## src/hw/rtl/bta_div.sv

```systemverilog
module bta_div #(
    parameter int DIVISOR = 4096
) (
    input  logic        i_clk,
    input  logic        i_rst_n,
    input  logic        i_start,
    input  logic [32:0] i_dividend,
    output logic        o_done,
    output logic [32:0] o_quot
);
    // divisor is a power of two: the quotient is a shift, registered once
    localparam int SHIFT = $clog2(DIVISOR);

    logic        r_done;
    logic [32:0] r_q;

    always_ff @(posedge i_clk) begin
        if (!i_rst_n) begin
            r_done <= 1'b0;
        end else begin
            r_done <= i_start;
        end
    end

    always_ff @(posedge i_clk) begin
        if (i_start) begin
            r_q <= i_dividend >> SHIFT;
        end
    end

    assign o_done = r_done;
    assign o_quot = r_q;
endmodule

```

## config.mk

```make
export PLATFORM = sky130hd
export DESIGN_NAME = bta_div
export DESIGN_NICKNAME = d
export VERILOG_FILES = /design/src/hw/rtl/bta_div.sv
export SDC_FILE = /design/constraint.sdc
export NUM_CORES = 1
export LEC_CHECK = 0
export BUFFER_PORTS_ARGS = -buffer_cell sky130_fd_sc_hd__buf_2
export CAP_MARGIN = 20
export CORE_UTILIZATION = 38
export DETAILED_ROUTE_END_ITERATION = 8
export HOLD_SLACK_MARGIN = 0.1
export PLACE_DENSITY = 0.85
export SYNTH_ARGS = -nofsm -noshare
export SYNTH_HDL_FRONTEND = slang
export SYNTH_SLANG_ARGS = --single-unit
```

## constraint.sdc

```tcl
create_clock -name i_clk -period 1 [get_ports i_clk]
set_clock_uncertainty 0.1 [all_clocks]
set_input_delay 0.05 -clock i_clk [delete_from_list [all_inputs] [get_ports i_clk]]
set_output_delay 0.05 -clock i_clk [all_outputs]
set_load 0.01 [all_outputs]
```

# [Yosys cells after proc, flatten, opt, wreduce, memory -nomap -nowiden]
# Cells that the tools add are included.
[totals] reg_bits=22 in_bits=36 output_inout_bits=34 wordCells=2

# [Logic depth before layout (Yosys ltp)]
# Gate-level depths: netlist (run 1).
[logic_depth] ltp_word=0 ltp_mapped=1 depth_no_buf=1

# [Least setup slack after synthesis (run 1)]
# OpenSTA, ideal clock, no wires.
[synth_timing] kind="reg-to-output" startpoint="reg r_q[0], in the netlist o_quot[0]" endpoint="out o_quot[0]" arrival_time_ps=394 required_ps=850 slack_ps=456 stages_incl_launch_ff=1 path_buffers=0 path_cell_list="edfxtp_1"
[synth_lines] item="from (decl)" line="15" text="logic [32:0] r_q;"
[synth_lines] item="from (signal assigned)" line="27" text="r_q <= i_dividend >> SHIFT;"
[synth_lines] item="to (decl)" line="9" text="output logic [32:0] o_quot"
# No word-level cell between the ends.

# [Worst setup path after layout (run 1)]
[layout_timing] startpoint="reg r_q[14], in the netlist o_quot[14]" endpoint="out o_quot[14]"
# No word-level cell between the ends.

==> results of run 1 <==
-- synth_stat cells --
library cell  instances  share of area [%]
buf_4                12                 12
dfxtp_1               1                2.7
and2_1                1               0.83
edfxtp_1             21                 84
conb_1                1               0.50
-- per-layer routing --
| layer | GRT usage, % | part of all wire (%) | up-vias |
|---|---|---|---|
| met4 | 7.06 | 1.2 | 0 |
| li1 | - | - | 248 |
| met2 | 23.3 | 49 | 38 |
| met1 | 15.4 | 40 | 224 |
| met3 | 2.35 | 9.4 | 2 |
| met5 | 0 | 0 | - |
-- sequential cells by signal, indices dropped and copies added (netlist names) --
| name | count |
|---|---|
| o_done | 1 |
| o_quot | 21 |
-- where the power goes --
part,leakage [nW],internal [mW],switching [mW]
registers,0.214,1.09,0.0187
clock network,0.0154,0.145,0.237
logic,0.325,0.143,0.122
-- worst paths after layout --
check	slack, ns	cells after the start	to	startpoint
worst max-delay path	-0.01	1	o_quot[14]	o_quot[14]
worst min-delay path	0.36	2	o_quot[17]	i_dividend[29]
-- logic make-up after synthesis --
| family | after synthesis | share of synthesized area (%) |
|---|---|---|
| buf+inv | 12 | 12.0 |
| flops | 22 | 86.7 |
| other cells | 1 | 0.500 |
| simple gates | 1 | 0.834 |
-- through the flow --
step / instance area, µm² / total power, mW / instances / setup WS, ns
3_3_place_gp: 978 / 1.31 / 106 / 0.287
4_1_cts: 1230 / 1.75 / 133 / 0.0106
5_1_grt: 1230 / 1.83 / 133 / -0.0576
3_5_place_dp: 978 / 1.32 / 106 / 0.274
2_1_floorplan: 792 / 1.22 / 47 / 0.456
6_report: 1230 / 1.75 / 133 / -0.0143
-- timing repair --
action,4_1_cts,5_1_grt
setup endpoints to repair,0,15
hold buffers,23,0
endpoints found under the hold margin,43,0
-- final cells by class --
| cell class | instances | area, µm² | share of cell area, % |
|---|---|---|---|
| repair buffers | 69 | 475 | 38.5 |
| well taps | 25 | 31.3 | 2.53 |
| clock buffers | 3 | 22.5 | 1.82 |
| flip-flops and latches | 22 | 651 | 52.7 |
| clock inverters | 1 | 3.75 | 0.304 |
| multi-input cells | 13 | 51.3 | 4.15 |
==> metrics.yaml, run 1 <==
outcome:
  status: "finished, violations left"
  violations: "negative setup slack"
timing:
  finalMaxSlewViolations: 0
  finalSetupViolCount: 2
  fin_crit_ns: 1.01
  rsz0062_at_grt: "yes"
  fin_setup_tns_ns: -0.0161
  worst_slack_ns: -0.0143
  post-route-period-util_pct: 101
  fmax_ghz: 0.986
  holdWs_ns: 0.362
  hold_viol: 0
logic_synthesis:
  ys_types: 5
  ys_ff_latch: 22
  yosys_warnings: 0
  avgSynthCellArea_um2: 20.9
  synth_area_um2: 751
  synthCells: 36
  yosysSeqAreaShare_pct: 86.7
clocking:
  clk_pin_slew_worst_paths_ns: 0.11
  ctsHtreeMaxLevel: 1
  cts_setup_buffers: 0
  cts_resized: 0
  numCtsBuffers: 3
  cts_tree: "yes"
  cts_root_buffer: "clkbuf_4"
  cts_sinks: 22
  cts_buffer_depth: 2
grt:
  grt_max_degree: 23
  gr-total-overflow: 0
  grt_antenna_before_repair: 0
  grt_pass1_vias: 433
  grt_usage_pct: 13.4
  grt_pass1_wl_mm: 1.86
floorplan:
  dieHeight_um: 46.4
  die-area_um2: 2160
  die_x_um: 46.4
  core_um2: 1780
  start_util_pct: 42.1
  rows: 15
  io_pins: 70
worst_setup_path:
  required_ns: 0.85
  crit_path_max_fanout: 1
  cp.arrival_ns: 0.86
  crit_chain: "buf_2"
  slowest_delay_ns: 0.41
  cp_slowest_cell: "edfxtp_1"
  crit_family: "flip-flops"
  cp.buffers_inverters: 1
  critPathCaptureType: "output pin"
  critical_path_class: "reg -> out"
  crit_path_start_kind: "flop"
routing:
  drt_iter0_drc: 8
  wl_per_cell_um: 11.3
  wirelength_mm: 1.50
  firstDrtPassIters: 4
  routed_via_density: 3.85
  ant_nets: 0
  num_vias: 512
  drc: 0
place:
  gp_congestion: 0.585
  port_buffers: 45
  dpl.hpwl_um: 962
power:
  p_leak_nw: 0.554
  vdd_drop_max_mv: 0.686
  powerDensity_nw_per_um2: 1420
layout:
  final_util_pct: 69.3
  nets: 145
  fillers: 111
  diodes: 0
  areaGrowthSynthToFinish_pct: 64.5
  final_cell_mix: "buf_2 (45), dlygate4sd3_1 (23), edfxtp_1 (21)"
  layout-drive-gt1-share_pct: 45.4
  final_common_cell: "buf_2"
worst_hold_path:
  hp-class: "in -> reg"
flow_run:
  drv_cap: 0
No activity file was read; power rests on OpenSTA's default activity.
==> run 2: changes to the inputs <==
--- a/config.mk
+++ b/config.mk
@@ -7,10 +7,12 @@
 export LEC_CHECK = 0
 export BUFFER_PORTS_ARGS = -buffer_cell sky130_fd_sc_hd__buf_2
 export CAP_MARGIN = 20
-export CORE_UTILIZATION = 38
+export CORE_UTILIZATION = 40
+export CTS_BUF_LIST = sky130_fd_sc_hd__clkbuf_4 sky130_fd_sc_hd__clkbuf_8
 export DETAILED_ROUTE_END_ITERATION = 8
 export HOLD_SLACK_MARGIN = 0.1
-export PLACE_DENSITY = 0.85
+export PLACE_DENSITY = 0.89
+export REMOVE_ABC_BUFFERS = 1
 export SYNTH_ARGS = -nofsm -noshare
 export SYNTH_HDL_FRONTEND = slang
 export SYNTH_SLANG_ARGS = --single-unit
==> metrics.yaml, run 2 (synthesis gave the netlist of run 1 again) <==
worst_setup_path:
  critPathCaptureType: "output pin"
  cp.buffers_inverters: 1
  required_ns: 0.85
  cp_slowest_cell: "edfxtp_1"
  crit_family: "flip-flops"
  crit_chain: "buf_2"
  cp_num_cells: 1
  crit_path_start_kind: "flop"
  crit_path_max_fanout: 1
  critical_path_class: "reg -> out"
  slowest_delay_ns: 0.38
  cp.arrival_ns: 0.83
worst_hold_path:
  min_path_cells: 2
  holdPathEnd: "o_quot[12]"
  hold_path.startpoint: "i_dividend[24]"
  hp-class: "in -> reg"
grt:
  grt_usage_pct: 15.6
  grt_pass1_wl_mm: 2.10
  grt_max_degree: 22
  grt_antenna_before_repair: 0
  gr-total-overflow: 0
  grt_pass1_vias: 491
place:
  place_area_um2: 978
  port_buffers: 45
  dp_cells: 106
  dpl.hpwl_um: 880
  gp_congestion: 0.628
routing:
  firstDrtPassIters: 2
  ant_nets: 0
  wirelength_mm: 1.49
  wl_per_cell_um: 11.2
  num_vias: 518
  drc: 0
  drt_iter0_drc: 12
  routed_via_density: 3.89
layout:
  multi_input_area_um2: 51.3
  areaGrowthSynthToFinish_pct: 65.0
  post-route-cell-area_um2: 1240
  largest_reg_flops: 21
  final_cell_mix: "buf_2 (45), dlygate4sd3_1 (23), edfxtp_1 (21)"
  layout-drive-gt1-share_pct: 46.3
  final_util_pct: 71.0
  final_common_cell: "buf_2"
  nets: 145
  diodes: 0
  seq_area_um2: 651
  finalNonFillerCells: 133
  fillers: 125
timing:
  fmax_ghz: 1.02
  finalSetupViolCount: 0
  fin_crit_ns: 0.976
  hold_viol: 0
  rsz0062_at_grt: "yes"
  post-route-period-util_pct: 97.6
  finalMaxSlewViolations: 0
clocking:
  ctsHtreeMaxLevel: 1
  cts_buffer_depth: 2
  numCtsBuffers: 3
  cts_sinks: 22
  cts_root_buffer: "clkbuf_4"
  clk_pin_slew_worst_paths_ns: 0.12
  cts_setup_buffers: 0
  cts_tree: "yes"
  cts_resized: 0
power:
  p_leak_nw: 0.557
  vdd_drop_max_mv: 0.770
  total_power_mw: 1.79
  powerDensity_nw_per_um2: 1450
floorplan:
  io_pins: 70
  die-area_um2: 2050
  dieHeight_um: 45.3
  rows: 15
  core_um2: 1750
  start_util_pct: 43.0
  die_x_um: 45.3
flow_run:
  drv_cap: 0
outcome:
  status: "finished, final reports clean"
[run 2: per-layer routing]
| metal | GRT usage, % | share of wire [%] |
|---|---|---|
| met5 | 0 | 0 |
| met4 | 12.1 | 2.5 |
| met3 | 3.20 | 4.7 |
| met2 | 28.4 | 59 |
| met1 | 15.1 | 34 |
[run 2: worst max path at each step]
stage / startpoint / to / slack, ns
CTS: o_quot[19] / o_quot[19] / 0.01
finish: o_quot[6] / o_quot[6] / 0.02
global route: o_quot[6] / o_quot[6] / -0.03
global placement: i_start / o_quot[10] / 0.28
detailed placement: i_start / o_quot[5] / 0.27
floorplan: o_quot[0] / o_quot[0] / 0.46
[run 2: layout make-up]
class | instances | share of cell area [%]
Timing Repair Buffer | 69 | 38.4
Sequential cell | 22 | 52.5
Clock buffer | 4 | 2.42
Tap cell | 25 | 2.53
Multi-Input combinational cell | 13 | 4.14
[run 2: repair_timing]
| action | 4_1_cts | 5_1_grt |
|---|---|---|
| endpoints found under the hold margin | 43 | 0 |
| setup endpoints to repair | 0 | 15 |
| hold buffers | 23 | 0 |
[run 2: through the flow]
stage / worst slack [ns] / setup TNS [ns] / hold WS, ns
after floorplan: 0.456 / 0 / 0.0489
after global placement: 0.276 / 0 / 0.127
after detailed placement: 0.272 / 0 / 0.129
after CTS: 0.0128 / 0 / 0.351
after global routing: -0.0269 / -0.173 / 0.338
final: 0.0242 / 0 / 0.352
[run 2: power by group]
group / internal (mW) / switching [mW] / leakage, nW
Clock: 0.182 / 0.248 / 0.0184
Sequential: 1.09 / 0.0134 / 0.214
Combinational: 0.143 / 0.122 / 0.325
Total: 1.41 / 0.383 / 0.557
