### src/hw/rtl/bta_pkg.sv
package bta_pkg;

    typedef enum logic [1:0] {
        ST_OK     = 2'd0,
        ST_NOMEM  = 2'd1,
        ST_INVARG = 2'd2
    } t_status;

    typedef enum logic [2:0] {
        S_IDLE,
        S_DIV,
        S_RUN,
        S_MUL,
        S_ADD
    } t_state;

    localparam logic OP_ALLOC = 1'b0;
    localparam logic OP_FREE  = 1'b1;

    localparam logic CFG_HEAP_BASE   = 1'b0;
    localparam logic CFG_BLOCK_COUNT = 1'b1;

    localparam int CNT_W = 17;
    localparam int IDX_W = 16;

    // token that travels along the cell row
    typedef struct packed {
        logic             vld;
        logic             free_op;
        logic             hit;
        logic [CNT_W-1:0] cnt;
        logic [IDX_W-1:0] idx;
    } t_wave;

endpackage

### src/hw/rtl/bta_cell.sv
module bta_cell #(
    parameter int INDEX = 0
) (
    input  logic                     i_clk,
    input  logic                     i_rst_n,
    input  bta_pkg::t_wave           i_fwd,
    input  bta_pkg::t_wave           i_bwd,
    input  logic [bta_pkg::CNT_W-1:0] i_need,
    input  logic [bta_pkg::IDX_W-1:0] i_blk,
    input  logic [bta_pkg::CNT_W-1:0] i_used,
    output bta_pkg::t_wave           o_fwd,
    output bta_pkg::t_wave           o_bwd
);
    logic           r_taken, r_next;
    logic           n_taken, n_next;
    bta_pkg::t_wave r_fwd, r_bwd, n_fwd, n_bwd;
    logic           w_last;

    assign w_last = (bta_pkg::CNT_W'(INDEX + 1) == i_used);

    always_comb begin
        n_taken = r_taken;
        n_next  = r_next;
        n_fwd   = '0;
        n_bwd   = '0;
        if (i_fwd.vld) begin
            if (!i_fwd.free_op) begin
                if (!r_taken && i_fwd.cnt == bta_pkg::CNT_W'(1)) begin
                    n_taken   = 1'b1;
                    n_next    = 1'b0;
                    n_bwd.vld = 1'b1;
                    n_bwd.hit = 1'b1;
                    n_bwd.cnt = i_need - bta_pkg::CNT_W'(1);
                    n_bwd.idx = bta_pkg::IDX_W'(INDEX);
                end else if (w_last) begin
                    n_bwd.vld = 1'b1;
                end else begin
                    n_fwd     = i_fwd;
                    n_fwd.cnt = r_taken ? i_need : i_fwd.cnt - bta_pkg::CNT_W'(1);
                end
            end else if (i_fwd.hit || i_blk == bta_pkg::IDX_W'(INDEX)) begin
                n_taken = 1'b0;
                n_next  = 1'b0;
                if (!r_next || w_last) begin
                    n_bwd         = i_fwd;
                    n_bwd.hit     = 1'b1;
                end else begin
                    n_fwd     = i_fwd;
                    n_fwd.hit = 1'b1;
                end
            end else begin
                n_fwd = i_fwd;
            end
        end else if (i_bwd.vld) begin
            n_bwd = i_bwd;
            if (!i_bwd.free_op && i_bwd.cnt != '0) begin
                n_taken   = 1'b1;
                n_next    = 1'b1;
                n_bwd.cnt = i_bwd.cnt - bta_pkg::CNT_W'(1);
                if (i_bwd.cnt == bta_pkg::CNT_W'(1)) begin
                    n_bwd.idx = bta_pkg::IDX_W'(INDEX);
                end
            end
        end
    end

    always_ff @(posedge i_clk) begin
        if (!i_rst_n) begin
            r_taken <= 1'b0;
            r_next  <= 1'b0;
            r_fwd   <= '0;
            r_bwd   <= '0;
        end else begin
            r_taken <= n_taken;
            r_next  <= n_next;
            r_fwd   <= n_fwd;
            r_bwd   <= n_bwd;
        end
    end

    assign o_fwd = r_fwd;
    assign o_bwd = r_bwd;
endmodule

### config.mk
export PLATFORM = sky130hd
export DESIGN_NAME = bta_cell
export DESIGN_NICKNAME = d
export VERILOG_FILES = /design/src/hw/rtl/bta_pkg.sv /design/src/hw/rtl/bta_cell.sv
export SDC_FILE = /design/constraint.sdc
export NUM_CORES = 1
export LEC_CHECK = 0
export BUFFER_PORTS_ARGS = -buffer_cell sky130_fd_sc_hd__buf_2
export CORE_MARGIN = 8
export CORE_UTILIZATION = 50
export CTS_CLUSTER_DIAMETER = 80
export CTS_CLUSTER_SIZE = 14
export DETAILED_ROUTE_END_ITERATION = 8
export HOLD_SLACK_MARGIN = 0.1
export PLACE_DENSITY = 0.86
export SLEW_MARGIN = 10
export SYNTH_ARGS = -nofsm -noshare
export SYNTH_HDL_FRONTEND = slang
export SYNTH_SLANG_ARGS = --single-unit
### constraint.sdc
create_clock -name i_clk -period 3.8 [get_ports i_clk]
set_clock_uncertainty 0.15 [all_clocks]
set_input_delay 0.38 -clock i_clk [delete_from_list [all_inputs] [get_ports i_clk]]
set_output_delay 0.38 -clock i_clk [all_outputs]
set_load 0.01 [all_outputs]
---- Word-level counts from Yosys, hierarchy flattened ----
Cells that the tools add are included.
storage, ports and cells
  logic and storage cells ................. 60
  input port bits ......................... 124
  output and inout port bits .............. 72
  register bits after elaboration ......... 74
operators by class
  reductions and logical operators ........ 13
  mux-type cells .......................... 27
  $add $sub $neg .......................... 3
  equal/unequal tests ..................... 5
operators by type and width
  operator               count
  $mux 36                9
  $mux 34                2
  $sub 17x1->17 const B  3
  $eq 17x1->1 const B    2
  $mux 33                1
  $eq 1x17->1 const A    1
  $mux 17                1
  $reduce_bool 17->1     1
  $logic_not 16->1       1
  $mux 16                1
  $mux 1                 13
  $ne 3x2->1 const B     2
  $reduce_and 4->1       1
  $reduce_bool 2->1      2
  $logic_not 1->1        3
  $logic_and 1x1->1      2
  $logic_or 1x1->1       2
  $reduce_and 2->1       1

---- Logic depth before layout (Yosys ltp) ----
  depth in word-level cells ............... 6
  depth in mapped cells ................... 8
  depth with buffers taken out ............ 7

---- Worst setup path after synthesis ----
Ideal clock, no wire load.
  path type ............................... in2reg
  start point ............................. in i_need[0] in the netlist's numbering
  end point ............................... reg r_bwd, in the netlist o_bwd[32]
  buffers on the path ..................... 1
  setup slack ............................. 1.460 ns
  stages on the path ...................... 8
  arrival ................................. 2.068 ns
  library setup time ...................... 0.122 ns
  required time ........................... 3.528 ns
  cells stage by stage .................... inv_1 ha_1 or4b_2 buf_2 nor4_2 nand2_1 xnor2_1 a221o_1
on the way
  cells in the longest elaborated chain, start to end .. 4
ends and longest elaborated chain
  item                  line            text
  start, declared       bta_cell.sv:8   input logic [bta_pkg::CNT_W-1:0] i_need,
  $sub 17x1->17         bta_cell.sv:33  n_bwd.cnt = i_need - bta_pkg::CNT_W'(1);
  $mux 34               bta_cell.sv:28  if (!r_taken && i_fwd.cnt == bta_pkg::CNT_W'(1)) begin
  $mux 34               bta_cell.sv:27  if (!i_fwd.free_op) begin
  $mux 36               bta_cell.sv:26  if (i_fwd.vld) begin
  end signal, assigned  bta_cell.sv:77  r_bwd <= n_bwd;
  end, declared         bta_cell.sv:16  bta_pkg::t_wave r_fwd, r_bwd, n_fwd, n_bwd;
Every way passes these cells.
A chain may end at the register's enable or synchronous reset.

---- Worst setup path in the final report ----
  start point ............................. in i_bwd[16] in the netlist's numbering
  end point ............................... reg r_bwd, in the netlist o_bwd[8]
on the way
  cells in the longest elaborated chain, start to end .. 5
  elaborated cells on any way between the ends .. 7
  those cells by class .................... eq/ne (1); mux (4); reduce/logical (2)
ends and longest elaborated chain
  item                                               line                            text
  start, declared                                    bta_cell.sv:7                   input bta_pkg::t_wave i_bwd,
  $eq 17x1->1 or $reduce_bool 17->1 (tied branches)  bta_cell.sv:60, bta_cell.sv:56
  $mux 16 or $logic_and 1x1->1 (tied branches)       bta_cell.sv:60, bta_cell.sv:56
  $mux 33 *                                          bta_cell.sv:56                  if (!i_bwd.free_op && i_bwd.cnt != '0) begin
  $mux 36 *                                          bta_cell.sv:54                  end else if (i_bwd.vld) begin
  $mux 36 *                                          bta_cell.sv:26
Every way passes the cells marked *; elsewhere a longest branch is shown, timed or not.

==> results.json <==
{
  "endpoint_kind": "flip-flop",
  "htree_levels": 3,
  "status": "finished, final reports clean",
  "drt_iter0_drc": 263,
  "clk_latency_ps": 350,
  "finalPower_mw": 1.807,
  "rsz0062_at_grt": "false",
  "pre_cts_slack_ps": 885.7,
  "ys_warn_count": 0,
  "fin_nets": 770,
  "final_area_mm2": 0.005439,
  "criticalPathCategory": "input pin to flip-flop",
  "path_cells": "buf_2 > inv_1 > ha_1 > nor4b_1 > and4_1 > nor2_1 > a41oi_2 > a22o_1 > dlygate4sd3_1",
  "grt_max_degree": 29,
  "worstPathMaxFanout": 16,
  "drcViolationCount": 0,
  "vias": 4506,
  "core.rowCount": 32,
  "diodes": 0,
  "path_depth": 9,
  "synthesis.nets": 559,
  "crit_buf_inv": 3,
  "drive_gt1_share_pct": 37.00,
  "syn_area_mm2": 0.003966,
  "timing.final.ws_setup_ps": 573.0,
  "clkSlewWorstSetupHoldPaths_ps": 100,
  "wl_met3_mm": 1.530,
  "cp_top_family": "simple AND/OR/NAND/NOR gates",
  "yosysUniqueCellTypes": 68,
  "synth_cells": 430,
  "synth-edff-count": 0,
  "wl_met1_mm": 5.577,
  "slowest_stage": "a41oi_2",
  "slowest_delay_ps": 730,
  "initial_core_util_pct": 51.33,
  "die_h_um": 105.1,
  "die_area_mm2": 0.01104,
  "finalSetupViolations": 0,
  "clkSinkCount": 74,
  "worst_slew_pin_slew_ps": 875.0,
  "p_sw_mw": 0.5350,
  "grt_pass1_wl_mm": 24.08,
  "power_density_mw_per_mm2": 332.2,
  "leakage_nw": 2.446,
  "holdWs_ps": 105.9,
  "cp.required_ps": 3950,
  "maxSlewHeadroom_pct": 41.67,
  "cp-endpoint": "o_bwd[8]$_SDFF_PN0_",
  "cp_data_arrival_time_ps": 3380,
  "coreArea_mm2": 0.007727,
  "numCtsBuffers": 9,
  "die_width_um": 105.1,
  "tns_ps": 0,
  "gp_congestion": 0.9028,
  "drtPass1Iterations": 5,
  "worst_r2r_endpoint": "o_bwd[8]$_SDFF_PN0_",
  "cts_resized": 0,
  "swShare_pct": 29.61,
  "synth-main-ff-cell": "dfxtp_1",
  "clock_path_buffers": 2,
  "place_area_mm2": 0.004962,
  "routed_via_density": 6.024,
  "seq_area_frac_synth_pct": 37.35,
  "dr_wl_met2_mm": 7.784,
  "cts_tree": "yes",
  "ys_async_sr_fraction_pct": 0,
  "wl_mm": 15.65,
  "ant_nets": 0,
  "period_share_pct": 84.92,
  "ys_ff_latch": 74,
  "rr_worst_depth": 5,
  "r2r_setup_slack_ps": 1380,
  "grt_pass1_vias": 4669,
  "pwr-share-clk_pct": 36.2,
  "grt_use_total_pct": 27.13,
  "avgSynthCellArea_um2": 9.224,
  "numPortBuffers": 195,
  "vdd_ir_drop_max_mv": 0.3186,
  "clock-root-buffer": "clkbuf_8",
  "drt-wirelength-per-cell_um": 20.92,
  "internal_power_mw": 1.272,
  "areaGrowthSynthToFinish_pct": 37.13,
  "overflow": 0,
  "power_frac_seq_pct": 45.4,
  "final_cell_count_no_fill": 748,
  "place_inst": 705,
  "finalHoldViolCount": 0,
  "drv_cap": 0,
  "p_comb_share_pct": 18.4,
  "startpoint_type": "input pin",
  "rr_startpoint": "r_next$_SDFFE_PN0P_",
  "critical_path.startpoint": "i_bwd[16]",
  "num_io_pins": 196,
  "highest_layer": "met4",
  "fmax_mhz": 309.9,
  "fin_util_pct": 70.39,
  "hold_class": "input pin to flip-flop",
  "antenna_found_initial": 0,
  "layout_min_cycle_time_ps": 3227,
  "dp_hpwl_mm": 11.02,
  "drv_slew": 0
}
flip-flops by register name (all words and copies together) (netlist names):
register	cells
o_bwd	36
o_fwd	36
r_next	1
r_taken	1
cells in the mapped netlist (3+ instances only):
library cell / number / share of area [%]
a221o_1: 8 / 2.0
a21oi_1: 14 / 1.8
nor3_1: 15 / 1.9
o2bb2ai_1: 10 / 2.2
o211ai_1: 3 / 0.57
buf_2: 10 / 1.3
dfxtp_1: 74 / 37
nand3_1: 6 / 0.76
ha_1: 5 / 1.6
mux2i_1: 10 / 2.5
nand2b_1: 5 / 0.79
clkbuf_1: 8 / 0.76
nor2_1: 25 / 2.4
o21ai_0: 15 / 1.9
xnor2_1: 16 / 3.5
a22o_1: 20 / 4.4
a21boi_0: 18 / 3.4
or3_1: 11 / 1.7
nand4_1: 12 / 1.9
o31ai_1: 4 / 0.76
nor4_1: 15 / 2.4
xor2_1: 11 / 2.4
inv_1: 10 / 0.95
nor4_2: 5 / 1.6
nand2_1: 24 / 2.3
buf_4: 4 / 0.76
or4_1: 9 / 1.7
nor3_2: 5 / 1.3
a211o_1: 5 / 1.1
routing by layer:
metal / global-route usage (%) / up-vias
li1: - / 2056
met1: 28.43 / 2080
met2: 46.88 / 310
met3: 8.538 / 60
met4: 16.11 / 0
met5: 0 / -
placed cells by master, fill, tap and decap left out, types with 3 or more instances in the layout:
cell type      instances
inv_6                  3
xnor2_1               16
or3_1                 11
a211o_1                5
clkbuf_8               9
mux2i_1               10
xor2_1                11
ha_1                   5
o21ai_0               15
or4_1                  9
a21oi_1               14
nand4_1               12
a21boi_0              18
buf_2                195
o211ai_1               3
inv_1                 10
nor4_1                15
a221o_1                8
nand2_1               24
o2bb2ai_1             10
nor3_1                15
dlygate4sd3_1         27
nand2b_1               5
nand3_1                6
o31ai_1                4
nor4_2                 5
nor2_1                25
nor3_2                 5
a22o_1                20
dfxtp_1               74
buf_4                  5
how the worst min path moves through the flow:
| stage | slack, ps | endpoint | startpoint | cells after the start |
|---|---|---|---|---|
| 6_report | 110 | o_bwd[6]$_SDFF_PN0_ | i_fwd[6] | 2 |
| 5_1_grt | 100 | o_bwd[11]$_SDFF_PN0_ | i_fwd[11] | 2 |
| 4_1_cts | 100 | o_bwd[10]$_SDFF_PN0_ | i_fwd[10] | 2 |
| 3_5_place_dp | 430 | o_fwd[33]$_SDFF_PN0_ | r_next$_SDFFE_PN0P_ | 2 |
| 3_3_place_gp | 440 | o_fwd[33]$_SDFF_PN0_ | r_next$_SDFFE_PN0P_ | 2 |
| 2_1_floorplan | 320 | r_taken$_SDFFE_PN0P_ | i_fwd[35] | 1 |
power groups by stage:
stage                     combinational (mW)  sequential (mW)  clock, mW
after global placement                 0.295            0.835          0
after floorplan                        0.124            0.854          0
after detailed placement               0.301            0.836          0
after CTS                              0.322            0.818      0.652
final                                  0.333            0.820      0.654
after global routing                   0.357            0.823      0.697
cell type report:
class,count,area [um^2]
clock buffer,9,123.9
fill,600,2288
multi-input combinational,319,2302
timing repair buffer,227,1284
clock inverter,7,82.58
sequential,74,1481
tap,102,127.6
inverter,10,37.54
kinds of logic (layout without fill, tap and decap cells):
group | after synthesis | count (layout) | synth area share [%]
xor+xnor | 27 | 27 | 5.962
fa+ha+maj | 5 | 5 | 1.577
buf+inv | 37 | 253 | 4.606
flops | 74 | 74 | 37.35
compound gates | 121 | 121 | 23.91
simple gates | 156 | 156 | 24.07
mux | 10 | 10 | 2.524
repair_timing:
| action | in CTS | in global routing |
|---|---|---|
| buffers inserted | 0 | 0 |
| setup endpoints to repair | 0 | 0 |
| hold buffers | 27 | 0 |
| hold endpoints to repair | 17 | 0 |
Note: power is estimated with default switching activity, not from simulation.
